### src/sv/lps_pkg.sv
// lps_pkg: shared types and constants of the line pixel stepper
// coordinate width, command and step codes, registered item type
// no dependencies

package lps_pkg;

  // coordinate width inside the block, ports stay 16 bits
  localparam int COORD_BITS = 16;

  typedef logic [COORD_BITS-1:0] coord_t;
  typedef logic [COORD_BITS:0]   acc_t;
  typedef logic [15:0]           color_t;

  typedef enum logic {
    CMD_START   = 1'b0,
    CMD_ADVANCE = 1'b1
  } cmd_t;

  typedef enum logic [1:0] {
    STEP_NONE  = 2'd0,
    STEP_PLUS  = 2'd1,
    STEP_MINUS = 2'd3
  } step_t;

  // one command transaction after the input register
  typedef struct packed {
    cmd_t   command;
    coord_t x_start;
    coord_t y_start;
    coord_t x_end;
    coord_t y_end;
    color_t pen_color;
  } lps_item_t;

endpackage

### src/sv/lps_if.sv
// lps_if: valid/ready channel interfaces of the line pixel stepper
// command channel and pixel channel, each with source and sink modports
// no dependencies

interface lps_cmd_if;
  logic        valid;
  logic        ready;
  logic        command;
  logic [15:0] x_start;
  logic [15:0] y_start;
  logic [15:0] x_end;
  logic [15:0] y_end;
  logic [15:0] pen_color;

  modport source (output valid, command, x_start, y_start, x_end, y_end, pen_color,
                  input ready);
  modport sink (input valid, command, x_start, y_start, x_end, y_end, pen_color,
                output ready);
endinterface

interface lps_pix_if;
  logic        valid;
  logic        ready;
  logic        valid_res;
  logic [15:0] pixel_x;
  logic [15:0] pixel_y;
  logic [15:0] pixel_color;
  logic        last;

  modport source (output valid, valid_res, pixel_x, pixel_y, pixel_color, last,
                  input ready);
  modport sink (input valid, valid_res, pixel_x, pixel_y, pixel_color, last,
                output ready);
endinterface

### src/sv/lps_in_stage.sv
// lps_in_stage: input register of the line pixel stepper
// depends on lps_pkg and lps_cmd_if

module lps_in_stage
  import lps_pkg::*;
(
  input  logic          clk,
  input  logic          rst_n,
  lps_cmd_if.sink       in_ch,
  output logic          item_valid,
  output lps_item_t     item,
  input  logic          item_ready
);

  logic      valid_r;
  logic      valid_nxt;
  lps_item_t item_r;
  logic      load;

  // register is free when empty or when its transaction moves on
  assign in_ch.ready = !valid_r || item_ready;
  assign load        = in_ch.valid && in_ch.ready;

  always_comb begin
    valid_nxt = valid_r;
    if (load) begin
      valid_nxt = 1'b1;
    end else if (item_ready) begin
      valid_nxt = 1'b0;
    end
  end

  always_ff @(posedge clk) begin
    if (!rst_n) begin
      valid_r <= 1'b0;
    end else begin
      valid_r <= valid_nxt;
    end
  end

  // payload capture, coordinates cut to the internal width
  always_ff @(posedge clk) begin
    if (load) begin
      item_r.command   <= cmd_t'(in_ch.command);
      item_r.x_start   <= in_ch.x_start[COORD_BITS-1:0];
      item_r.y_start   <= in_ch.y_start[COORD_BITS-1:0];
      item_r.x_end     <= in_ch.x_end[COORD_BITS-1:0];
      item_r.y_end     <= in_ch.y_end[COORD_BITS-1:0];
      item_r.pen_color <= in_ch.pen_color;
    end
  end

  assign item_valid = valid_r;
  assign item       = item_r;

endmodule

### src/sv/lps_step_core.sv
// lps_step_core: line state, error accumulators and pixel output register
// depends on lps_pkg and lps_pix_if

module lps_step_core
  import lps_pkg::*;
(
  input  logic          clk,
  input  logic          rst_n,
  input  logic          item_valid,
  input  lps_item_t     item,
  output logic          item_ready,
  lps_pix_if.source     out_ch
);

  // line state
  logic   active_r, active_nxt;
  coord_t cur_x_r, cur_x_nxt;
  coord_t cur_y_r, cur_y_nxt;
  coord_t abs_dx_r, abs_dx_nxt;
  coord_t abs_dy_r, abs_dy_nxt;
  step_t  step_x_r, step_x_nxt;
  step_t  step_y_r, step_y_nxt;
  coord_t major_r, major_nxt;
  acc_t   err_x_r, err_x_nxt;
  acc_t   err_y_r, err_y_nxt;
  acc_t   done_r, done_nxt;
  color_t color_r, color_nxt;

  // output register
  logic   out_valid_r, out_valid_nxt;
  logic   res_valid_r, res_valid_nxt;
  coord_t pix_x_r, pix_x_nxt;
  coord_t pix_y_r, pix_y_nxt;
  color_t pix_color_r, pix_color_nxt;
  logic   last_r, last_nxt;

  logic   take;
  logic   is_last;
  acc_t   sum_x, sum_y;

  function automatic coord_t abs_diff(input coord_t from, input coord_t to);
    coord_t r;
    if (to > from) begin
      r = to - from;
    end else begin
      r = from - to;
    end
    return r;
  endfunction

  function automatic step_t step_dir(input coord_t from, input coord_t to);
    step_t s;
    if (to > from) begin
      s = STEP_PLUS;
    end else if (to == from) begin
      s = STEP_NONE;
    end else begin
      s = STEP_MINUS;
    end
    return s;
  endfunction

  function automatic coord_t apply_step(input coord_t c, input step_t s);
    coord_t r;
    unique case (s)
      STEP_PLUS:  r = c + coord_t'(1);
      STEP_MINUS: r = c - coord_t'(1);
      default:    r = c;
    endcase
    return r;
  endfunction

  // a transaction moves in when the output register is empty or drained
  assign item_ready = !out_valid_r || out_ch.ready;
  assign take       = item_valid && item_ready;

  // base state for this pixel, then one error step
  always_comb begin
    active_nxt    = active_r;
    cur_x_nxt     = cur_x_r;
    cur_y_nxt     = cur_y_r;
    abs_dx_nxt    = abs_dx_r;
    abs_dy_nxt    = abs_dy_r;
    step_x_nxt    = step_x_r;
    step_y_nxt    = step_y_r;
    major_nxt     = major_r;
    err_x_nxt     = err_x_r;
    err_y_nxt     = err_y_r;
    done_nxt      = done_r;
    color_nxt     = color_r;
    out_valid_nxt = out_valid_r;
    res_valid_nxt = res_valid_r;
    pix_x_nxt     = pix_x_r;
    pix_y_nxt     = pix_y_r;
    pix_color_nxt = pix_color_r;
    last_nxt      = last_r;
    is_last       = 1'b0;
    sum_x         = '0;
    sum_y         = '0;

    if (take) begin
      out_valid_nxt = 1'b1;
      if (item.command == CMD_START) begin
        abs_dx_nxt = abs_diff(item.x_start, item.x_end);
        abs_dy_nxt = abs_diff(item.y_start, item.y_end);
        step_x_nxt = step_dir(item.x_start, item.x_end);
        step_y_nxt = step_dir(item.y_start, item.y_end);
        major_nxt  = (abs_dx_nxt > abs_dy_nxt) ? abs_dx_nxt : abs_dy_nxt;
        cur_x_nxt  = item.x_start;
        cur_y_nxt  = item.y_start;
        err_x_nxt  = '0;
        err_y_nxt  = '0;
        done_nxt   = '0;
        color_nxt  = item.pen_color;
        active_nxt = 1'b1;
      end

      if (active_nxt) begin
        // emit the pixel at the base position
        is_last       = (done_nxt == ({1'b0, major_nxt} + acc_t'(1)));
        res_valid_nxt = 1'b1;
        pix_x_nxt     = cur_x_nxt;
        pix_y_nxt     = cur_y_nxt;
        pix_color_nxt = color_nxt;
        last_nxt      = is_last;

        sum_x = err_x_nxt + {1'b0, abs_dx_nxt};
        sum_y = err_y_nxt + {1'b0, abs_dy_nxt};
        err_x_nxt = sum_x;
        err_y_nxt = sum_y;
        if (sum_x > {1'b0, major_nxt}) begin
          err_x_nxt = sum_x - {1'b0, major_nxt};
          cur_x_nxt = apply_step(cur_x_nxt, step_x_nxt);
        end
        if (sum_y > {1'b0, major_nxt}) begin
          err_y_nxt = sum_y - {1'b0, major_nxt};
          cur_y_nxt = apply_step(cur_y_nxt, step_y_nxt);
        end
        done_nxt   = done_nxt + acc_t'(1);
        active_nxt = !is_last;
      end else begin
        // advance while idle
        res_valid_nxt = 1'b0;
        pix_x_nxt     = '0;
        pix_y_nxt     = '0;
        pix_color_nxt = '0;
        last_nxt      = 1'b0;
      end
    end else if (out_ch.ready) begin
      out_valid_nxt = 1'b0;
    end
  end

  // control state
  always_ff @(posedge clk) begin
    if (!rst_n) begin
      active_r    <= 1'b0;
      out_valid_r <= 1'b0;
    end else begin
      active_r    <= active_nxt;
      out_valid_r <= out_valid_nxt;
    end
  end

  // line state and pixel payload
  always_ff @(posedge clk) begin
    cur_x_r     <= cur_x_nxt;
    cur_y_r     <= cur_y_nxt;
    abs_dx_r    <= abs_dx_nxt;
    abs_dy_r    <= abs_dy_nxt;
    step_x_r    <= step_x_nxt;
    step_y_r    <= step_y_nxt;
    major_r     <= major_nxt;
    err_x_r     <= err_x_nxt;
    err_y_r     <= err_y_nxt;
    done_r      <= done_nxt;
    color_r     <= color_nxt;
    res_valid_r <= res_valid_nxt;
    pix_x_r     <= pix_x_nxt;
    pix_y_r     <= pix_y_nxt;
    pix_color_r <= pix_color_nxt;
    last_r      <= last_nxt;
  end

  assign out_ch.valid       = out_valid_r;
  assign out_ch.valid_res   = res_valid_r;
  assign out_ch.pixel_x     = 16'(pix_x_r);
  assign out_ch.pixel_y     = 16'(pix_y_r);
  assign out_ch.pixel_color = pix_color_r;
  assign out_ch.last        = last_r;

endmodule

### src/sv/line_pixel_stepper.sv
// line_pixel_stepper: error-accumulating line rasterizer, top level
// depends on lps_pkg, lps_if, lps_in_stage and lps_step_core
//
//   channel   direction  transaction
//   in_ch     sink       start or advance command, endpoints, pen color
//   out_ch    source     one pixel: valid_res, x, y, color, last flag
//
// one pixel per clock sustained while commands arrive and out_ch does not stall;
// an accepted command is held in the input register, its pixel is then
// registered in the pixel register and leaves from there on out_ch
// the state step (two adds and compares) sits between the two registers
// reset clears the valid flags and the active flag; a line is idle after reset
// a stalled out_ch holds its pixel while in_ch still fills the input register

module line_pixel_stepper
  import lps_pkg::*;
(
  input  logic      clk,
  input  logic      rst_n,
  lps_cmd_if.sink   in_ch,
  lps_pix_if.source out_ch
);

  logic      item_valid;
  logic      item_ready;
  lps_item_t item;

  lps_in_stage u_in_stage (
    .clk        (clk),
    .rst_n      (rst_n),
    .in_ch      (in_ch),
    .item_valid (item_valid),
    .item       (item),
    .item_ready (item_ready)
  );

  lps_step_core u_step_core (
    .clk        (clk),
    .rst_n      (rst_n),
    .item_valid (item_valid),
    .item       (item),
    .item_ready (item_ready),
    .out_ch     (out_ch)
  );

endmodule

### src/flat_wrapper.sv
// flat-port wrapper written by rule: the top's interface ports become plain ports
module line_pixel_stepper_flat import lps_pkg::*;
  (clk, rst_n, in_ch_valid, in_ch_command, in_ch_x_start, in_ch_y_start, in_ch_x_end, in_ch_y_end, in_ch_pen_color, in_ch_ready, out_ch_valid, out_ch_valid_res, out_ch_pixel_x, out_ch_pixel_y, out_ch_pixel_color, out_ch_last, out_ch_ready);
  lps_cmd_if in_ch_i ();
  lps_pix_if out_ch_i ();
  input  logic clk;
  input  logic rst_n;
  input wire logic [$bits(in_ch_i.valid)-1:0] in_ch_valid;
  input wire logic [$bits(in_ch_i.command)-1:0] in_ch_command;
  input wire logic [$bits(in_ch_i.x_start)-1:0] in_ch_x_start;
  input wire logic [$bits(in_ch_i.y_start)-1:0] in_ch_y_start;
  input wire logic [$bits(in_ch_i.x_end)-1:0] in_ch_x_end;
  input wire logic [$bits(in_ch_i.y_end)-1:0] in_ch_y_end;
  input wire logic [$bits(in_ch_i.pen_color)-1:0] in_ch_pen_color;
  output wire logic [$bits(in_ch_i.ready)-1:0] in_ch_ready;
  output wire logic [$bits(out_ch_i.valid)-1:0] out_ch_valid;
  output wire logic [$bits(out_ch_i.valid_res)-1:0] out_ch_valid_res;
  output wire logic [$bits(out_ch_i.pixel_x)-1:0] out_ch_pixel_x;
  output wire logic [$bits(out_ch_i.pixel_y)-1:0] out_ch_pixel_y;
  output wire logic [$bits(out_ch_i.pixel_color)-1:0] out_ch_pixel_color;
  output wire logic [$bits(out_ch_i.last)-1:0] out_ch_last;
  input wire logic [$bits(out_ch_i.ready)-1:0] out_ch_ready;
  assign in_ch_i.valid = in_ch_valid;
  assign in_ch_i.command = in_ch_command;
  assign in_ch_i.x_start = in_ch_x_start;
  assign in_ch_i.y_start = in_ch_y_start;
  assign in_ch_i.x_end = in_ch_x_end;
  assign in_ch_i.y_end = in_ch_y_end;
  assign in_ch_i.pen_color = in_ch_pen_color;
  assign in_ch_ready = in_ch_i.ready;
  assign out_ch_valid = out_ch_i.valid;
  assign out_ch_valid_res = out_ch_i.valid_res;
  assign out_ch_pixel_x = out_ch_i.pixel_x;
  assign out_ch_pixel_y = out_ch_i.pixel_y;
  assign out_ch_pixel_color = out_ch_i.pixel_color;
  assign out_ch_last = out_ch_i.last;
  assign out_ch_i.ready = out_ch_ready;
  line_pixel_stepper u_core (.clk(clk), .rst_n(rst_n), .in_ch(in_ch_i), .out_ch(out_ch_i));
endmodule
### config.mk
export PLATFORM = sky130hd
export DESIGN_NAME = line_pixel_stepper_flat
export DESIGN_NICKNAME = d
export VERILOG_FILES = /design/src/sv/lps_pkg.sv /design/src/sv/lps_if.sv /design/src/sv/lps_in_stage.sv /design/src/sv/lps_step_core.sv /design/src/sv/line_pixel_stepper.sv /design/src/flat_wrapper.sv
export SDC_FILE = /design/constraint.sdc
export NUM_CORES = 1
export LEC_CHECK = 0
export ABC_AREA = 1
export BUFFER_PORTS_ARGS = -buffer_cell sky130_fd_sc_hd__buf_2
export CAP_MARGIN = 20
export CORE_ASPECT_RATIO = 0.5
export CORE_UTILIZATION = 60
export CTS_BUF_LIST = sky130_fd_sc_hd__clkbuf_16
export CTS_CLUSTER_DIAMETER = 80
export DETAILED_ROUTE_END_ITERATION = 10
export PLACE_DENSITY = 0.89
export SYNTH_ARGS = -nofsm -noshare
export SYNTH_HDL_FRONTEND = slang
export SYNTH_HIERARCHICAL = 1
export SYNTH_SLANG_ARGS = --single-unit
### constraint.sdc
create_clock -name clk -period 9.1 [get_ports clk]
set_input_delay 1.365 -clock clk [delete_from_list [all_inputs] [get_ports clk]]
set_output_delay 1.365 -clock clk [all_outputs]
set_load 0.005 [all_outputs]
# Yosys cells after proc, flatten, opt, wreduce, memory -nomap -nowiden

Index checks and enable logic that the tools add are counted.

Flip-flop bits (word level): 285
Output and inout bits: 52
Logic and storage cells: 111

Add/subtract/negate cells: 14
Magnitude comparators: 5
Eq/ne operators: 7
Muxes and demuxes: 51
Reductions and logical operators: 9

Operator list:

| kind                    | number |
|---|---|
| $mux W16                | 22 |
| $mux W17                | 11 |
| $pmux W16 S2            | 2 |
| $sub A16 B16 Y16        | 4 |
| $gt A16 B16 Y1          | 3 |
| $add A17 B16 Y17        | 2 |
| $gt A17 B16 Y1          | 2 |
| $sub A17 B16 Y17        | 2 |
| $add A16 B1 Y16 const B | 2 |
| $eq A16 B16 Y1          | 2 |
| $sub A16 B1 Y16 const B | 2 |
| $add A16 B1 Y17 const B | 1 |
| $add A17 B1 Y17 const B | 1 |
| $eq A17 B17 Y1          | 1 |
| $mux W2                 | 8 |
| $mux W1                 | 8 |
| $eq A2 B1 Y1 const B    | 2 |
| $eq A2 B2 Y1 const B    | 2 |
| $reduce_bool A2 Y1      | 2 |
| $logic_not A1 Y1        | 3 |
| $logic_and A1 B1 Y1     | 2 |
| $logic_or A1 B1 Y1      | 2 |

# Longest topological paths before layout

Depth after elaboration: 12
Depth in mapped cells: 48

# Cells and area by module

The synthesis kept the hierarchy.

Modules (own cells, without submodules):

| module        | instances | cells each | area each (sq um) |
|---|---|---|---|
| lps_step_core | 1         | 2754       | 19508.7 |
| lps_in_stage  | 1         | 88         | 2483.6 |

# Worst setup path after synthesis

Ideal clock, no wire load.

Kind: register to register
Start point: register u_core.u_in_stage.item_r, in the netlist u_core/u_in_stage/item[80]
End point: register u_core.u_step_core.cur_x_r[0] (data pin)
Library setup time: 0.253 ns
Data arrival time: 6.461 ns
Data required time: 8.847 ns
Setup slack: 2.386 ns
Stages on the path, launching flop included: 39
Cells stage by stage: edfxtp_1 -> clkbuf_1 -> clkbuf_1 -> clkbuf_1 -> buf_1 -> clkbuf_1 -> clkbuf_1 -> clkbuf_1 -> nand2_1 -> o21ai_0 -> ha_1 -> inv_1 -> fa_1 -> o21ai_0 -> a21oi_1 -> o21ai_0 -> a21o_1 -> a21oi_1 -> [... 3 more ...] -> a21oi_1 -> o21bai_1 -> a21oi_1 -> o21ai_0 -> xor2_1 -> inv_1 -> ha_1 -> nand2_1 -> nor3_1 -> inv_1 -> nor2_2 -> nand3_1 -> a21boi_1 -> buf_4 -> nand2_1 -> nand2_1 -> nand2_1 -> nand2_1

Longest elaborated chain between the ends: 6
Elaborated cells between the ends (all ways): 21
Those cells by class: add/sub (3); order compare (1); eq/ne (2); mux (15)

RTL lines:

| what                                           | line                                      | RTL |
|---|---|---|
| from (decl)                                    | lps_in_stage.sv:17                        | `lps_item_t item_r;` |
| $mux W17, or another cell as far along         | lps_step_core.sv:103                      | `if (item.command == CMD_START) begin` |
| $mux W17, or another cell as far along         | lps_step_core.sv:101                      | `if (take) begin` |
| $add A17 B16 Y17, or another cell as far along | lps_step_core.sv:127                      | `sum_x = err_x_nxt + {1'b0, abs_dx_nxt};` |
| $gt A17 B16 Y1 or $pmux W16 S2 (tied branches) | lps_step_core.sv:131, lps_step_core.sv:65 |  |
| $mux W16                                       | lps_step_core.sv:131                      | `if (sum_x > {1'b0, major_nxt}) begin` |
| $mux W16 (*)                                   | lps_step_core.sv:118                      | `if (active_nxt) begin` |
| to (signal assigned)                           | lps_step_core.sv:167                      | `cur_x_r <= cur_x_nxt;` |
| to (decl)                                      | lps_step_core.sv:17                       | `coord_t cur_x_r, cur_x_nxt;` |

Mark *: on every way between the ends. The rest lies on a longest branch, timed or not. The select of a mux whose other input is x is not followed.
A chain may end at the register's enable or synchronous reset.

# Worst setup path in the final report

Start point: register u_core.u_in_stage.item_r, in the netlist u_core/u_in_stage/item[75]
End point: register u_core.u_step_core.cur_x_r[9] (data pin)

Longest elaborated chain between the ends: 11
Elaborated cells between the ends (all ways): 24
Those cells by class: add/sub (3); order compare (3); eq/ne (3); mux (15)

RTL lines:

| what                                           | line                 | RTL |
|---|---|---|
| $sub A16 B16 Y16, or another cell as far along | lps_step_core.sv:46  | `r = from - to;` |
| $mux W16                                       | lps_step_core.sv:43  | `if (to > from) begin` |
| $mux W16                                       | lps_step_core.sv:103 |  |
| $mux W16                                       | lps_step_core.sv:101 |  |
| $gt A16 B16 Y1                                 | lps_step_core.sv:108 | `major_nxt = (abs_dx_nxt > abs_dy_nxt) ? abs_dx_nxt : abs_dy_nxt;` |
| $mux W16                                       | lps_step_core.sv:108 |  |
| $mux W16                                       | lps_step_core.sv:103 |  |
| $mux W16                                       | lps_step_core.sv:101 |  |
| $gt A17 B16 Y1                                 | lps_step_core.sv:131 |  |
| $mux W16 (*)                                   | lps_step_core.sv:131 |  |
| $mux W16 (*)                                   | lps_step_core.sv:118 |  |

Marked as above.

==> impl_metrics.toml <==
[timing]
worst_slack_ns = 1.09
period_share_pct = 88.0
fin_crit_ns = 8.01
setup_viol = 0
hold_violations = 0
rsz0062_at_grt = "no"
drv_slew = 0
setup_tns_ns = 0
fin_worst_skew_ns = 0.0274
max_freq_mhz = 125
maxSlewHeadroom_pct = 22.6
worstMarginPinSlew_ns = 1.16

[yosys]
async_flop_share_pct = 0
syn_inst = 2842
ys_top_cells_by_area = "edfxtp_1 39%, nand2_1 14%, ha_1 9.3%, inv_1 6.9%, xor2_1 4.4%"
synth_common_cells = "831 x nand2_1, 405 x inv_1, 282 x edfxtp_1"
syn_nets = 3098
synth_top_area_share_pct = 38.5
synth_cell_types = 55
syn_area_sq_um = 22000
syn_avg_cell_area_sq_um = 7.74
synth-seq-cells = 285
synth-edff-count = 282
synth.largest_area_cell = "edfxtp_1"
synth_warnings = 6
synth_ff_type = "edfxtp_1"
ys_seq_area_share_pct = 38.8
synth_most_common_cell = "nand2_1"

[route]
viasPerCell = 5.78
dr.pass1.iters = 8
wl_um = 62800
drt_iter0_markers = 2486
wire_per_inst_um = 18.2
vias = 19900
drc = 0
antenna_left = 0

[worst_setup_path]
critPathCaptureType = "register"
worstSetupPathType = "register to register"
crit_required_ns = 9.45
critPathTopFamily = "compound AO/OA/AOI/OAI gates"
cpPeakStageDelay_ns = 0.51
critPathSlowestCell = "xor2_1"
cp_max_fo = 33
start_kind = "register"
path_buf_inv = 3
worstPathArrival_ns = 8.36

[placement]
dp_slack_ns = 1.36
place.gp.congestion = 1.01
dp_hpwl_um = 46900
postPlaceCellArea_sq_um = 23000
io_buffer_count = 136

[flow_run]
maxCapViolCount = 0

[clock_tree]
path_clk_slew_ns = 0.06
cts.repair.resized = 0
cts_tree = "built"
cts.sinks = 285
ctsHoldBuffers = 0
clk_path_buf_depth = 3
htree_num_levels = 1
cts_setup_buffers = 0
cts_buffers = 28
root_buffer = "clkbuf_16"
clock_latency_ns = 0.61

[outcome]
status = "finished, final reports clean"

[grt]
antenna_found_initial = 1
grt_max_degree = 120
grt.total_usage_pct = 32.8
grt_overflow = 0
grt_pass1_vias = 18400
grt_pass1_wl_um = 96000

[layout]
final_layout_size_suffix_gt1_share_pct = 11.2
final.fill_count = 2951
syn_to_final_growth_pct = 9.00
finish.net_count = 3201
fin_area_sq_um = 24000

[floorplan]
row_count = 49
fp.dieW_um = 273
die-area_sq_um = 37500
core_sq_um = 36000
ios = 137
start_util_pct = 61.1
dieHeight_um = 137

[min_path]
hold_class = "register to register"

[power_and_ir_drop]
max-vdd-ir-drop_uv = 202
leakagePower_nw = 11.9
powerDensity_nw_per_um2 = 267
[registers in the layout, indices dropped and copies added, names as in the netlist, 17 cells and up]
name                        cells
u_core/u_step_core/err_x_r     17
u_core/u_step_core/done_r      17
u_core/u_in_stage/item         81
u_core/u_step_core/err_y_r     17
[worst min-delay path: cells and delay by family (launching register included)]
family	cells	cell delay (ns)
flip-flops	1	0.35
AND/OR/NAND/NOR	1	0.09
AO/OA/AOI/OAI	1	0.04
[cell usage in the layout (no fill, tap or decap), types with 10 or more instances in the layout]
master	instances
o21ai_0	154
nand3_2	13
buf_2	137
nand4_1	18
nand2_2	36
clkbuf_16	28
nand2_1	831
o21bai_1	28
xnor2_1	20
inv_1	404
nand3_1	181
edfxtp_1	282
xor2_1	110
nor2_1	158
o21ai_1	28
inv_2	10
a21oi_1	167
nor2_2	10
or2_2	44
buf_4	10
ha_1	163
nor3_1	14
[cells by family after synthesis]
logic type,count (synthesis),share of synthesized area [%]
multiplexers,3,0.137
flip-flops,285,38.8
adder cells (fa/ha/maj),171,10.0
XOR/XNOR,130,5.18
AO/OA/AOI/OAI,424,10.7
AND/OR/NAND/NOR,1341,26.5
buffers and inverters,488,8.79
[routing by layer]
layer / vias to the layer above / track usage, % / part of all wire [%]
met5: - / 0 / 0.011
met4: 2 / 8.86 / 2.5
met3: 144 / 7.55 / 11
met2: 1043 / 53.1 / 45
met1: 9255 / 44.4 / 42
li1: 9505 / - / -
[cell type report]
type | instances | area (sq um) | share of cell area (%)
flip-flops and latches | 285 | 8530 | 35.6
clock buffers | 28 | 701 | 2.92
repair buffers | 148 | 781 | 3.26
diodes | 1 | 2.50 | 0.0104
multi-input cells | 2069 | 11500 | 48.2
clock inverters | 24 | 246 | 1.03
inverters | 413 | 1560 | 6.50
well taps | 484 | 606 | 2.53
[where the power goes]
part           internal, mW  switching (mW)  total, mW
clock network         0.660           0.566       1.23
registers              1.65          0.0527       1.71
logic                  1.09            2.39       3.48
total                  3.40            3.01       6.41
[final timing paths]
| check | startpoint | end | slack, ns | cells past startpoint |
|---|---|---|---|---|
| setup / recovery | u_core/u_in_stage/item[75] | u_core/u_step_core/cur_x_r[9] | 1.09 | 38 |
| hold reg to reg | u_core/u_in_stage/item_valid | u_core/u_in_stage/item_valid | 0.54 | 2 |
| hold / removal | u_core/u_in_stage/item_valid | u_core/u_in_stage/item_valid | 0.54 | 2 |
| setup reg to reg | u_core/u_in_stage/item[75] | u_core/u_step_core/cur_x_r[9] | 1.09 | 38 |
[stage by stage]
stage	hold slack [ns]	instances	utilization [%]	total power, mW
after floorplan	0.480	2842	-	4.29
after global placement	0.510	3397	63.9	5.00
after detailed placement	0.525	3397	63.9	5.07
after CTS	0.538	3449	66.5	6.32
after global routing	0.549	3451	66.6	6.84
final	0.536	3452	66.6	6.41
No activity file was read; power rests on OpenSTA's default activity.
